`src/rtl/core/itbc_pkg.sv`:
```
package itbc_pkg;

   // command codes on the request side
   localparam logic [1:0] CMD_DATA  = 2'd0;
   localparam logic [1:0] CMD_TICK  = 2'd1;
   localparam logic [1:0] CMD_CLOSE = 2'd2;

   // register indexes on the csr port
   localparam logic [1:0] CSR_END_TIMEOUT     = 2'd0;
   localparam logic [1:0] CSR_PARTIAL_TIMEOUT = 2'd1;
   localparam logic [1:0] CSR_MIN_PARTIAL     = 2'd2;
   localparam logic [1:0] CSR_SEND_LEVEL      = 2'd3;

   // result kinds
   localparam logic KIND_BYTE = 1'b0;
   localparam logic KIND_DESC = 1'b1;

   typedef struct packed {
      logic        kind;
      logic [7:0]  data_out;
      logic [8:0]  byte_index;
      logic [9:0]  chunk_length;
      logic        new_file;
      logic        end_of_file;
      logic [31:0] stamp;
      logic [31:0] file_number;
      logic [31:0] total_bytes;
      logic        last;
   } rsp_type;

   // results made by one accepted request: count is 0, 1 or 2
   typedef struct packed {
      logic [1:0]          count;
      rsp_type [1:0]       item;
   } push_type;

endpackage

```
`src/rtl/core/itbc_rsp_fifo.sv`:
```
module itbc_rsp_fifo (
   input  logic               clock,
   input  logic               reset,
   input  itbc_pkg::push_type push,
   output logic               room,
   output logic               rsp_valid,
   input  logic               rsp_ready,
   output itbc_pkg::rsp_type  rsp_item
);
   import itbc_pkg::*;

   localparam int Depth = 4;
   localparam int PW    = $clog2(Depth);
   localparam int CW    = $clog2(Depth + 1);

   rsp_type         entry_ff [Depth];
   logic [PW-1:0]   wr_ptr_ff;
   logic [PW-1:0]   rd_ptr_ff;
   logic [CW-1:0]   count_ff;
   logic            pop;

   assign rsp_valid = (count_ff != '0);
   assign pop       = rsp_valid && rsp_ready;
   assign rsp_item  = entry_ff[rd_ptr_ff];
   // room for a two-result item regardless of the pop
   assign room      = (count_ff <= CW'(Depth - 2));

   always_ff @(posedge clock) begin
      if (reset) begin
         wr_ptr_ff <= '0;
         rd_ptr_ff <= '0;
         count_ff  <= '0;
      end else begin
         wr_ptr_ff <= wr_ptr_ff + PW'(push.count);
         rd_ptr_ff <= rd_ptr_ff + PW'(pop);
         count_ff  <= count_ff + CW'(push.count) - CW'(pop);
      end
   end

   always_ff @(posedge clock) begin
      if (push.count != 2'd0) begin
         entry_ff[wr_ptr_ff] <= push.item[0];
      end
      if (push.count == 2'd2) begin
         entry_ff[wr_ptr_ff + PW'(1)] <= push.item[1];
      end
   end

endmodule

```
`src/rtl/core/idle_timeout_byte_chunker.sv`:
```
// Byte chunker for a captured parallel-port stream. Each request transfer carries a command in
// req_tuser (data byte, millisecond tick, emergency close) and the byte in req_tdata. A data
// byte echoes one byte result with its chunk position and, when the chunk closes (full, at
// send_level, or aged to partial_timeout with at least min_partial bytes), a descriptor too;
// a tick may close an idle file with an end-of-file descriptor; an emergency close gives a
// zero-length end descriptor. rsp_tlast marks the final result of each request, rsp_tuser is
// the result kind. State updates in the cycle of acceptance, so a request is taken every
// cycle while the four-entry result queue holds at most two results; the response side drains
// one result per cycle while rsp_tready is high; a two-result request takes two transfers.
// The user must write registers through the csr port only while the block is idle (unenforced).
module idle_timeout_byte_chunker #(
   parameter int CHUNK_BYTES = 512
) (
   input  logic         clock,
   input  logic         reset,
   // request channel
   input  logic         req_tvalid,
   output logic         req_tready,
   input  logic [7:0]   req_tdata,   // data_in[7:0]
   input  logic [1:0]   req_tuser,   // cmd[1:0]
   // result channel
   output logic         rsp_tvalid,
   input  logic         rsp_tready,
   // data_out[7:0], byte_index[16:8], chunk_length[26:17], new_file[27],
   // end_of_file[28], stamp[60:29], file_number[92:61], total_bytes[124:93], zero fill
   output logic [127:0] rsp_tdata,
   output logic         rsp_tuser,   // kind[0]
   output logic         rsp_tlast,
   // configuration
   input  logic         csr_we,
   input  logic [1:0]   csr_index,
   input  logic [15:0]  csr_wdata
);
   import itbc_pkg::*;

   localparam int FW = $clog2(CHUNK_BYTES + 1);        // fill count width
   localparam int CW = (FW > 10) ? FW : 10;            // compare width vs 10-bit regs
   localparam logic [FW-1:0] FullCount = FW'(CHUNK_BYTES);
   localparam logic [15:0]   SatCount  = 16'hFFFF;

   // config registers
   logic [15:0] end_timeout_ff;
   logic [15:0] partial_timeout_ff;
   logic [9:0]  min_partial_ff;
   logic [9:0]  send_level_ff;

   // chunker state
   logic          file_open_ff,           file_open_in;
   logic          first_chunk_pending_ff, first_chunk_pending_in;
   logic [FW-1:0] fill_count_ff,          fill_count_in;
   logic [15:0]   chunk_age_ff,           chunk_age_in;
   logic [15:0]   idle_time_ff,           idle_time_in;
   logic [31:0]   now_ms_ff,              now_ms_in;
   logic [31:0]   files_seen_ff,          files_seen_in;
   logic [31:0]   bytes_seen_ff,          bytes_seen_in;

   logic          req_accept;
   logic          opening;
   logic [FW-1:0] base_fill;
   logic [15:0]   base_age;
   logic          base_pending;
   logic [FW-1:0] fill_next;
   logic [CW-1:0] fill_next_wide;
   logic [CW-1:0] base_fill_wide;
   logic [CW-1:0] fill_cur_wide;
   logic          close_chunk;
   logic [31:0]   now_next;
   logic [15:0]   idle_tick;
   logic [15:0]   age_tick;
   rsp_type       res0, res1;
   logic [1:0]    res_count;
   push_type      push;
   logic          room;
   rsp_type       head;

   assign req_tready = room;
   assign req_accept = req_tvalid && room;

   // a data byte into a closed file starts a fresh file and chunk
   assign opening        = !file_open_ff;
   assign base_fill      = opening ? '0 : fill_count_ff;
   assign base_age       = opening ? '0 : chunk_age_ff;
   assign base_pending   = opening ? 1'b1 : first_chunk_pending_ff;
   assign fill_next      = base_fill + FW'(1);
   assign fill_next_wide = CW'(fill_next);
   assign base_fill_wide = CW'(base_fill);
   assign fill_cur_wide  = CW'(fill_count_ff);
   assign close_chunk    = (fill_next >= FullCount)
                        || (fill_next_wide >= CW'(send_level_ff))
                        || ((base_age >= partial_timeout_ff)
                            && (fill_next_wide >= CW'(min_partial_ff)));

   assign now_next  = now_ms_ff + 32'd1;
   assign idle_tick = (idle_time_ff == SatCount) ? idle_time_ff : idle_time_ff + 16'd1;
   assign age_tick  = (chunk_age_ff == SatCount) ? chunk_age_ff : chunk_age_ff + 16'd1;

   always_comb begin
      file_open_in           = file_open_ff;
      first_chunk_pending_in = first_chunk_pending_ff;
      fill_count_in          = fill_count_ff;
      chunk_age_in           = chunk_age_ff;
      idle_time_in           = idle_time_ff;
      now_ms_in              = now_ms_ff;
      files_seen_in          = files_seen_ff;
      bytes_seen_in          = bytes_seen_ff;
      res0      = '0;
      res1      = '0;
      res_count = 2'd0;

      if (req_accept) begin
         unique case (req_tuser)
            CMD_DATA: begin
               idle_time_in           = '0;
               file_open_in           = 1'b1;
               first_chunk_pending_in = base_pending;
               files_seen_in          = files_seen_ff + (opening ? 32'd1 : 32'd0);
               fill_count_in          = base_fill;
               chunk_age_in           = base_age;
               if (base_fill < FullCount) begin
                  bytes_seen_in   = bytes_seen_ff + 32'd1;
                  fill_count_in   = fill_next;
                  res0.kind       = KIND_BYTE;
                  res0.data_out   = req_tdata;
                  res0.byte_index = base_fill_wide[8:0];
                  res0.last       = 1'b1;
                  res_count       = 2'd1;
                  if (close_chunk) begin
                     res0.last              = 1'b0;
                     res1.kind              = KIND_DESC;
                     res1.chunk_length      = fill_next_wide[9:0];
                     res1.new_file          = base_pending;
                     res1.stamp             = now_ms_ff;
                     res1.last              = 1'b1;
                     res_count              = 2'd2;
                     fill_count_in          = '0;
                     first_chunk_pending_in = 1'b0;
                     chunk_age_in           = '0;
                  end
               end
            end
            CMD_TICK: begin
               now_ms_in    = now_next;
               chunk_age_in = age_tick;
               idle_time_in = idle_tick;
               // idle reaching end_timeout closes the file
               if (file_open_ff && (idle_tick >= end_timeout_ff)) begin
                  res0.kind              = KIND_DESC;
                  res0.chunk_length      = fill_cur_wide[9:0];
                  res0.end_of_file       = 1'b1;
                  res0.stamp             = now_next;
                  res0.last              = 1'b1;
                  res_count              = 2'd1;
                  file_open_in           = 1'b0;
                  first_chunk_pending_in = 1'b0;
                  idle_time_in           = '0;
                  fill_count_in          = '0;
                  chunk_age_in           = '0;
               end
            end
            CMD_CLOSE: begin
               // emergency close drops the open chunk
               if (file_open_ff) begin
                  res0.kind              = KIND_DESC;
                  res0.end_of_file       = 1'b1;
                  res0.stamp             = now_ms_ff;
                  res0.last              = 1'b1;
                  res_count              = 2'd1;
                  file_open_in           = 1'b0;
                  first_chunk_pending_in = 1'b0;
                  fill_count_in          = '0;
                  chunk_age_in           = '0;
               end
            end
            default: ;  // unused command, no result
         endcase
      end

      // counters reported after this request's update
      res0.file_number = files_seen_in;
      res0.total_bytes = bytes_seen_in;
      res1.file_number = files_seen_in;
      res1.total_bytes = bytes_seen_in;
   end

   assign push.count   = res_count;
   assign push.item[0] = res0;
   assign push.item[1] = res1;

   always_ff @(posedge clock) begin
      if (reset) begin
         file_open_ff           <= 1'b0;
         first_chunk_pending_ff <= 1'b0;
         fill_count_ff          <= '0;
         chunk_age_ff           <= '0;
         idle_time_ff           <= '0;
         now_ms_ff              <= '0;
         files_seen_ff          <= '0;
         bytes_seen_ff          <= '0;
      end else begin
         file_open_ff           <= file_open_in;
         first_chunk_pending_ff <= first_chunk_pending_in;
         fill_count_ff          <= fill_count_in;
         chunk_age_ff           <= chunk_age_in;
         idle_time_ff           <= idle_time_in;
         now_ms_ff              <= now_ms_in;
         files_seen_ff          <= files_seen_in;
         bytes_seen_ff          <= bytes_seen_in;
      end
   end

   // register writes
   always_ff @(posedge clock) begin
      if (reset) begin
         end_timeout_ff     <= 16'd1000;
         partial_timeout_ff <= 16'd100;
         min_partial_ff     <= 10'd64;
         send_level_ff      <= 10'd256;
      end else if (csr_we) begin
         unique case (csr_index)
            CSR_END_TIMEOUT:     end_timeout_ff     <= csr_wdata;
            CSR_PARTIAL_TIMEOUT: partial_timeout_ff <= csr_wdata;
            CSR_MIN_PARTIAL:     min_partial_ff     <= csr_wdata[9:0];
            CSR_SEND_LEVEL:      send_level_ff      <= csr_wdata[9:0];
            default: ;
         endcase
      end
   end

   itbc_rsp_fifo u_rsp_fifo (
      .clock     (clock),
      .reset     (reset),
      .push      (push),
      .room      (room),
      .rsp_valid (rsp_tvalid),
      .rsp_ready (rsp_tready),
      .rsp_item  (head)
   );

   assign rsp_tdata = {3'b000, head.total_bytes, head.file_number, head.stamp,
                       head.end_of_file, head.new_file, head.chunk_length,
                       head.byte_index, head.data_out};
   assign rsp_tuser = head.kind;
   assign rsp_tlast = head.last;

   // a chunk never stays full: it closes on the byte that fills it
   a_fill_below_full: assert property (@(posedge clock) disable iff (reset)
      fill_count_ff < FullCount)
      else $error("fill count reached chunk size");

   // a closed file holds no bytes and no first-chunk mark
   a_closed_clean: assert property (@(posedge clock) disable iff (reset)
      !file_open_ff |-> (fill_count_ff == '0) && !first_chunk_pending_ff)
      else $error("closed file holds chunk state");

   // a data byte into a closed file opens exactly one new file
   a_file_count: assert property (@(posedge clock) disable iff (reset)
      (req_accept && (req_tuser == CMD_DATA) && !file_open_ff)
      |=> file_open_ff && (files_seen_ff == $past(files_seen_ff) + 32'd1))
      else $error("file open did not advance file count");

endmodule

```
`config.mk`:
```
export PLATFORM = sky130hd
export DESIGN_NAME = idle_timeout_byte_chunker
export DESIGN_NICKNAME = d
export VERILOG_FILES = /design/src/rtl/core/itbc_pkg.sv /design/src/rtl/core/itbc_rsp_fifo.sv /design/src/rtl/core/idle_timeout_byte_chunker.sv
export SDC_FILE = /design/constraint.sdc
export NUM_CORES = 1
export LEC_CHECK = 0
export ABC_CLOCK_PERIOD_IN_PS = 7140
export BUFFER_PORTS_ARGS = -buffer_cell sky130_fd_sc_hd__buf_4
export CORE_MARGIN = 3
export CORE_UTILIZATION = 50
export CTS_CLUSTER_DIAMETER = 200
export DETAILED_ROUTE_END_ITERATION = 8
export HOLD_SLACK_MARGIN = 0.08
export PLACE_DENSITY = 0.7
export SKIP_CTS_REPAIR_TIMING = 1
export SLEW_MARGIN = 20
export SYNTH_ARGS = -nofsm -noshare
export SYNTH_HDL_FRONTEND = slang
export SYNTH_SLANG_ARGS = --single-unit
export TNS_END_PERCENT = 100
```
`constraint.sdc`:
```
create_clock -name clock -period 7.14 [get_ports clock]
set_input_delay 0.357 -clock clock [delete_from_list [all_inputs] [get_ports clock]]
set_output_delay 0.357 -clock clock [all_outputs]
set_load 0.03 [all_outputs]
```
==> impl_metrics.yaml, run 1 <==
global_routing:
  first_global_vias: 23801
  global_route_wire_length_before_repair_mm: 132
  grt.total_usage_pct: 24.8
  globalRouteOverflowTotal: 0
  maximum_number_of_pins_on_one_net_before_global_route_repair: 109
  antenna_found_initial: 1
power_and_ir_drop:
  power.density_mw_per_mm2: 275
  share_clk_of_total_power_pct: 37.6
  power.net_switching_mw: 2.76
  leakagePower_nw: 12.4
  internal_power_mw: 7.37
  power_switching_share_pct: 27.2
  share_comb_of_total_power_pct: 18.4
  pwr-share-seq_pct: 44.0
  worst_ir_drop_vdd_uv: 215
logic_synthesis:
  synth_largest_area_cell: "sky130_fd_sc_hd__edfxtp_1"
  post_synth_main_area_contributors: "sky130_fd_sc_hd__edfxtp_1 (40%), sky130_fd_sc_hd__dfxtp_1 (17%), sky130_fd_sc_hd__mux4_2 (8.8%)"
  yosys_warnings: 0
  area_fraction_in_and_or_nand_and_nor_cells_after_synthesis_pct: 14.9
  syn_inst: 2889
  synth_seq_cells: 707
  synth_edf_count: 436
  dominantRegCellSynth: "sky130_fd_sc_hd__edfxtp_1"
  post-synth-top-area-fraction_pct: 40.3
  synthAdderAreaFrac_pct: 2.72
  synth-compound-area-share_pct: 9.73
  synth_top_family_by_area: "simple AND/OR/NAND/NOR gates"
  synthesis.area_mm2: 0.0325
  synth.lib_cells_used.distinct: 75
  synth-xor-area-share_pct: 2.80
  ys_seq_area_share_pct: 57.0
  postSynthAreaPerCell_um2: 11.2
  postSynth.asyncResetShare_pct: 0
  yosys-mux-area-fraction_pct: 9.02
routing:
  post_drt_via_cell_ratio: 6.10
  post_route_ant_nets: 0
  firstDrtPassIters: 6
  drt_iter0_drc: 2345
  dr_total_vias: 23639
  route.detailed.wl_per_inst_um: 21.8
  route.final.wire_length_mm: 84.5
  drc_errors_left: 0
floorplanning:
  total_die_area_mm2: 0.0681
  rows: 92
  die_w_um: 261
  placeable_core_region_mm2: 0.0637
  ioPinCount: 165
  die_height_um: 261
  floorplan.initialDensity_pct: 51.1
timing:
  grt_setup_unrepaired: "false"
  max_freq_mhz: 172
  final.setup.worst_slack_ns: 1.32
  final.setup.tns_ns: 0
  worstMarginPinSlew_ns: 1.09
  final-max-slew-violation-count: 0
  setup_viol_count_final: 0
  hold_viol: 0
  timing.clock.skew_ns: 0.0210
  finalCritPeriodShare_pct: 81.5
  worst_slew_margin_rel_pct: 26.9
  finalWorstPathRequiredPeriod_ns: 5.82
cells_and_area:
  fillers: 5205
  post-route-util_pct: 57.7
  layout-drive-gt1-share_pct: 15.2
  most_frequent_cells_in_the_layout: "sky130_fd_sc_hd__edfxtp_1 (436), sky130_fd_sc_hd__nor2_1 (432), sky130_fd_sc_hd__dfxtp_1 (269)"
  layout.cells.most_common: "sky130_fd_sc_hd__edfxtp_1"
  final_stage_net_count: 3073
  fin_cells: 3876
  antenna_cells_inserted: 0
  synthToLayoutAreaGrowth_pct: 13.1
cts:
  cts.root.buffer_cell: "sky130_fd_sc_hd__clkbuf_16"
  path_clk_slew_ns: 0.06
  cts-buffers-inserted: 74
  cts.sinks: 707
  htree_levels: 3
  tritoncts_clock_tree: "done"
  clkLatencyLatePin_ns: 0.61
  cts_buffer_depth: 3
worst_setup_path:
  crit_arrival_ns: 6.08
  worst-path-max-fanout: 56
  timing_worst_setup_path_type: "reg2reg"
  crit_required_ns: 7.40
  endpoint_kind: "flip-flop"
  worstSetupStartpointType: "flip-flop"
run:
  maxCapViolCount: 0
status:
  outcome: "complete, no violations"
placement:
  place.gp.congestion: 0.857
  dpl.cell_count: 3724
  dpl.hpwl_mm: 50.8
  buffer_ports.inserted: 161
  dp_worst_setup_slack_ns: 1.35
hold_path:
  min_path_type: "in2reg"
-- layer usage --
layer | up-vias | wire length, um | GRT usage (%)
met5 | - | 13 | 0
met1 | 11682 | 33600 | 32.2
met2 | 1036 | 41600 | 41.6
li1 | 10776 | - | -
met3 | 143 | 7170 | 4.94
met4 | 2 | 2150 | 8.64
-- state kept, by name, summed over array words and instances (netlist names), 3 cells and up --
register and count:
files_seen_ff 32, end_timeout_ff 16, chunk_age_ff 16, u_rsp_fifo.count_ff 3, now_ms_ff 32, u_rsp_fifo.entry_ff 508, partial_timeout_ff 16, send_level_ff 10
bytes_seen_ff 32, fill_count_ff 10, idle_time_ff 16, min_partial_ff 10
-- cells in the mapped netlist, drive strengths merged, types with 51 or more instances --
library cell,n
o21ai,123
buf,76
edfxtp,436
o22ai,166
nand2,251
and3,51
nor2,433
dfxtp,271
a21oi,107
inv,82
mux4,127
clkbuf,129
ha,69
xor2,62
nand3,152
-- power by group through the flow --
stage / logic (mW) / clock network (mW) / registers [mW]
6_report: 1.86 / 3.81 / 4.45
5_1_grt: 1.97 / 4.02 / 4.47
4_1_cts: 1.88 / 3.86 / 4.45
3_5_place_dp: 1.87 / 0 / 4.54
3_3_place_gp: 1.88 / 0 / 4.54
2_1_floorplan: 1.30 / 0 / 4.48
-- cells by family after synthesis --
kind of cell / Yosys count
xor+xnor: 104
mux: 134
fa+ha+maj: 70
simple gates: 1074
other cells: 1
buf+inv: 288
flops: 707
compound gates: 511
-- area by class of cell --
cell class,instances,area [um^2],area share (%)
timing repair buffer,208,1670,4.54
tap,846,1060,2.88
multi-input combinational,1896,12800,34.8
clock inverter,17,168,0.456
clock buffer,119,2230,6.06
sequential,707,18500,50.4
inverter,83,322,0.875
-- per-stage QoR --
step	hold slack (ns)	total power, mW	instance area (um^2)
after global routing	0.115	10.5	36800
after global placement	0.441	6.41	34200
after detailed placement	0.445	6.42	34200
final	0.0987	10.1	36800
after floorplan	0.427	5.79	32500
after CTS	-0.0152	10.2	36600
-- worst max-delay path, cell delays in order, from the launching register on --
cell and delay (ns):
sky130_fd_sc_hd__dfxtp_1 0.44, sky130_fd_sc_hd__and4_1 0.30, sky130_fd_sc_hd__nand4_1 0.25, sky130_fd_sc_hd__nor4_1 0.76, sky130_fd_sc_hd__nor2_1 0.14, sky130_fd_sc_hd__and2_1 0.23, sky130_fd_sc_hd__xor2_1 0.15, sky130_fd_sc_hd__ha_1 0.31
sky130_fd_sc_hd__and3_1 0.19, sky130_fd_sc_hd__a221oi_2 0.24, sky130_fd_sc_hd__nor2_1 0.11, sky130_fd_sc_hd__o21ai_2 0.19, sky130_fd_sc_hd__a31oi_1 0.17, sky130_fd_sc_hd__or4_2 0.73, sky130_fd_sc_hd__and2_4 0.20, sky130_fd_sc_hd__inv_4 0.62
sky130_fd_sc_hd__buf_12 0.42
-- worst paths after layout --
check	from	slack, ns	endpoint	cells past startpoint
hold / removal	req_tdata[1]	0.1	u_rsp_fifo.entry_ff[1][119]	3
setup / recovery	idle_time_ff[5]	1.32	u_rsp_fifo.entry_ff[2][45]	16
hold reg to reg	partial_timeout_ff[11]	0.45	partial_timeout_ff[11]	2
setup reg to reg	idle_time_ff[5]	1.32	u_rsp_fifo.entry_ff[2][45]	16
No activity file was read; power rests on OpenSTA's default activity.
==> run 2, diff against run 1 <==
- ABC_CLOCK_PERIOD_IN_PS: 7140 -> 5500
- PLACE_DENSITY: 0.7 -> 0.67
- clock period: 7.14 -> 5.5 ns (I/O delays scaled with it)
==> run 2 against run 1 <==
- critical endpoint is now u_rsp_fifo.entry_ff[3][21]
- non-clock buffer count grew 23
- sequential power rose by 31%
- core utilization rose by 0.48 points
- die area did not move
- combinational power up 29%
- maximum frequency grew 12%
- clock skew up 0.0037 ns
- global-route usage down 0.24 points
- count of clock-buffer cells in the layout is 4 lower
- first-iteration DRC count down 9.1%
==> impl_metrics.yaml, run 2 (synthesized netlist as in run 1, its figures left out) <==
routing:
  firstDrtPassIters: 6
  drt_iter0_drc: 2131
  post_route_ant_nets: 0
  route.final.wire_length_mm: 84.0
  dr_total_vias: 23516
  post_drt_via_cell_ratio: 6.03
  drc_errors_left: 0
  route.detailed.wl_per_inst_um: 21.5
floorplanning:
  placeable_core_region_mm2: 0.0637
  ioPinCount: 165
  total_die_area_mm2: 0.0681
  rows: 92
  floorplan.initialDensity_pct: 51.1
  die_height_um: 261
  die_w_um: 261
timing:
  timing.clock.skew_ns: 0.0247
  finalWorstPathRequiredPeriod_ns: 5.18
  worst_slew_margin_rel_pct: 24.7
  grt_setup_unrepaired: "false"
  final-max-slew-violation-count: 0
  timing.hold.ws_ns: 0.120
  finalCritPeriodShare_pct: 94.1
  worstMarginPinSlew_ns: 1.13
  max_freq_mhz: 193
  setup_viol_count_final: 0
  hold_viol: 0
worst_setup_path:
  crit_chain: "and4_4, nand4_1, nor3_1, nand3_1, nor2b_1, mux2i_1, ha_1, a21oi_1, o21ai_0, buf_4, a32oi_1, and2_4, a211o_1, and2_4, clkinvlp_4, buf_12"
  crit_top_cell: "sky130_fd_sc_hd__and2_4"
  worst-path-max-fanout: 39
  crit_required_ns: 5.84
  crit_arrival_ns: 5.52
  crit_path_max_incr_delay_ns: 0.54
  endpoint_kind: "flip-flop"
  timing_worst_setup_path_type: "reg2reg"
  worstSetupStartpointType: "flip-flop"
  kind_of_cell_adding_the_most_delay_to_the_critical_path: "simple AND/OR/NAND/NOR gates"
  critPathBufInv: 3
  crit_path_max_delay_cell_type: "sky130_fd_sc_hd__nor3_1"
cells_and_area:
  post-route-cell-area_mm2: 0.0371
  largest_register: "u_rsp_fifo.entry_ff"
  synthToLayoutAreaGrowth_pct: 14.0
  most_frequent_cells_in_the_layout: "sky130_fd_sc_hd__edfxtp_1 (436), sky130_fd_sc_hd__nor2_1 (431), sky130_fd_sc_hd__dfxtp_1 (269)"
  fin_cells: 3900
  fillers: 5129
  largest_register_ffs: 508
  final_stage_net_count: 3095
  layout.cells.most_common: "sky130_fd_sc_hd__edfxtp_1"
  layout-drive-gt1-share_pct: 15.9
  post-route-util_pct: 58.2
hold_path:
  min_path_type: "in2reg"
global_routing:
  grt.total_usage_pct: 24.5
  maximum_number_of_pins_on_one_net_before_global_route_repair: 108
  global_route_wire_length_before_repair_mm: 131
  antenna_found_initial: 4
  grt_util_met3_pct: 4.82
  grt.busiest_layer: "met2"
  globalRouteMet1Util_pct: 31.7
  met2_layer_usage_reported_by_global_route_pct: 41.6
  first_global_vias: 23773
  globalRouteOverflowTotal: 0
cts:
  path_clk_slew_ns: 0.06
  htree_levels: 3
  cts_buffer_depth: 3
  cts.sinks: 707
  clkLatencyLatePin_ns: 0.61
  cts-buffers-inserted: 73
  cts.root.buffer_cell: "sky130_fd_sc_hd__clkbuf_16"
  tritoncts_clock_tree: "done"
power_and_ir_drop:
  totalPowerFinal_mw: 13.1
  leakagePower_nw: 12.5
  power.density_mw_per_mm2: 352
  worst_ir_drop_vdd_uv: 183
run:
  maxCapViolCount: 0
placement:
  dpl.cell_count: 3739
  dpl.hpwl_mm: 50.6
  buffer_ports.inserted: 161
  place.gp.congestion: 0.846
  placed_area_mm2: 0.0345
status:
  outcome: "complete, no violations"
-- run 2: path summary, 6_finish.rpt --
path | slack, ns | cells past startpoint | end | from
worst min-delay path | 0.12 | 5 | file_open_ff | req_tvalid
worst max-delay path | 0.32 | 16 | u_rsp_fifo.entry_ff[3][21] | idle_time_ff[3]
worst max register to register | 0.32 | 16 | u_rsp_fifo.entry_ff[3][21] | idle_time_ff[3]
worst min register to register | 0.45 | 2 | min_partial_ff[5] | min_partial_ff[5]
-- run 2: through the flow --
stage	setup TNS [ns]	worst slack [ns]
after CTS	0	0.334
after global routing	0	0.0184
after global placement	0	0.478
final	0	0.323
after detailed placement	0	0.336
after floorplan	-0.668	-0.00613
-- run 2: final cells by class --
class                   instances  area [um^2]  area share (%)
multi-input cells            1896        12800            34.6
clock buffers                 115         2160            5.82
diodes                          1         2.50         0.00675
inverters                      83          327           0.881
repair buffers                231         1980            5.33
flip-flops and latches        707        18500            50.0
clock inverters                21          178           0.479
well taps                     846         1060            2.86
-- run 2: per-layer routing --
metal	up-vias	share of wire, %	routed length (um)
li1	10802	-	-
met1	11653	40	33800
met2	908	50	41700
met3	149	7.6	6360
met4	4	2.4	2040
met5	-	0.031	26
-- run 2: worst register-to-register path: stages, from the launching register on --
cell,delay [ns]
sky130_fd_sc_hd__dfxtp_1,0.45
sky130_fd_sc_hd__and4_4,0.28
sky130_fd_sc_hd__nand4_1,0.25
sky130_fd_sc_hd__nor3_1,0.54
sky130_fd_sc_hd__nand3_1,0.16
sky130_fd_sc_hd__nor2b_1,0.13
sky130_fd_sc_hd__mux2i_1,0.11
sky130_fd_sc_hd__ha_1,0.32
sky130_fd_sc_hd__a21oi_1,0.13
sky130_fd_sc_hd__o21ai_0,0.16
sky130_fd_sc_hd__buf_4,0.19
sky130_fd_sc_hd__a32oi_1,0.28
sky130_fd_sc_hd__and2_4,0.50
sky130_fd_sc_hd__a211o_1,0.26
sky130_fd_sc_hd__and2_4,0.17
sky130_fd_sc_hd__clkinvlp_4,0.54
sky130_fd_sc_hd__buf_12,0.42
-- run 2: where the power goes --
part           switching (mW)  total (mW)  internal [mW]
Combinational            1.41        2.40          0.994
Sequential              0.152        5.82           5.67
Clock                    2.06        4.83           2.77
Total                    3.63        13.1           9.43
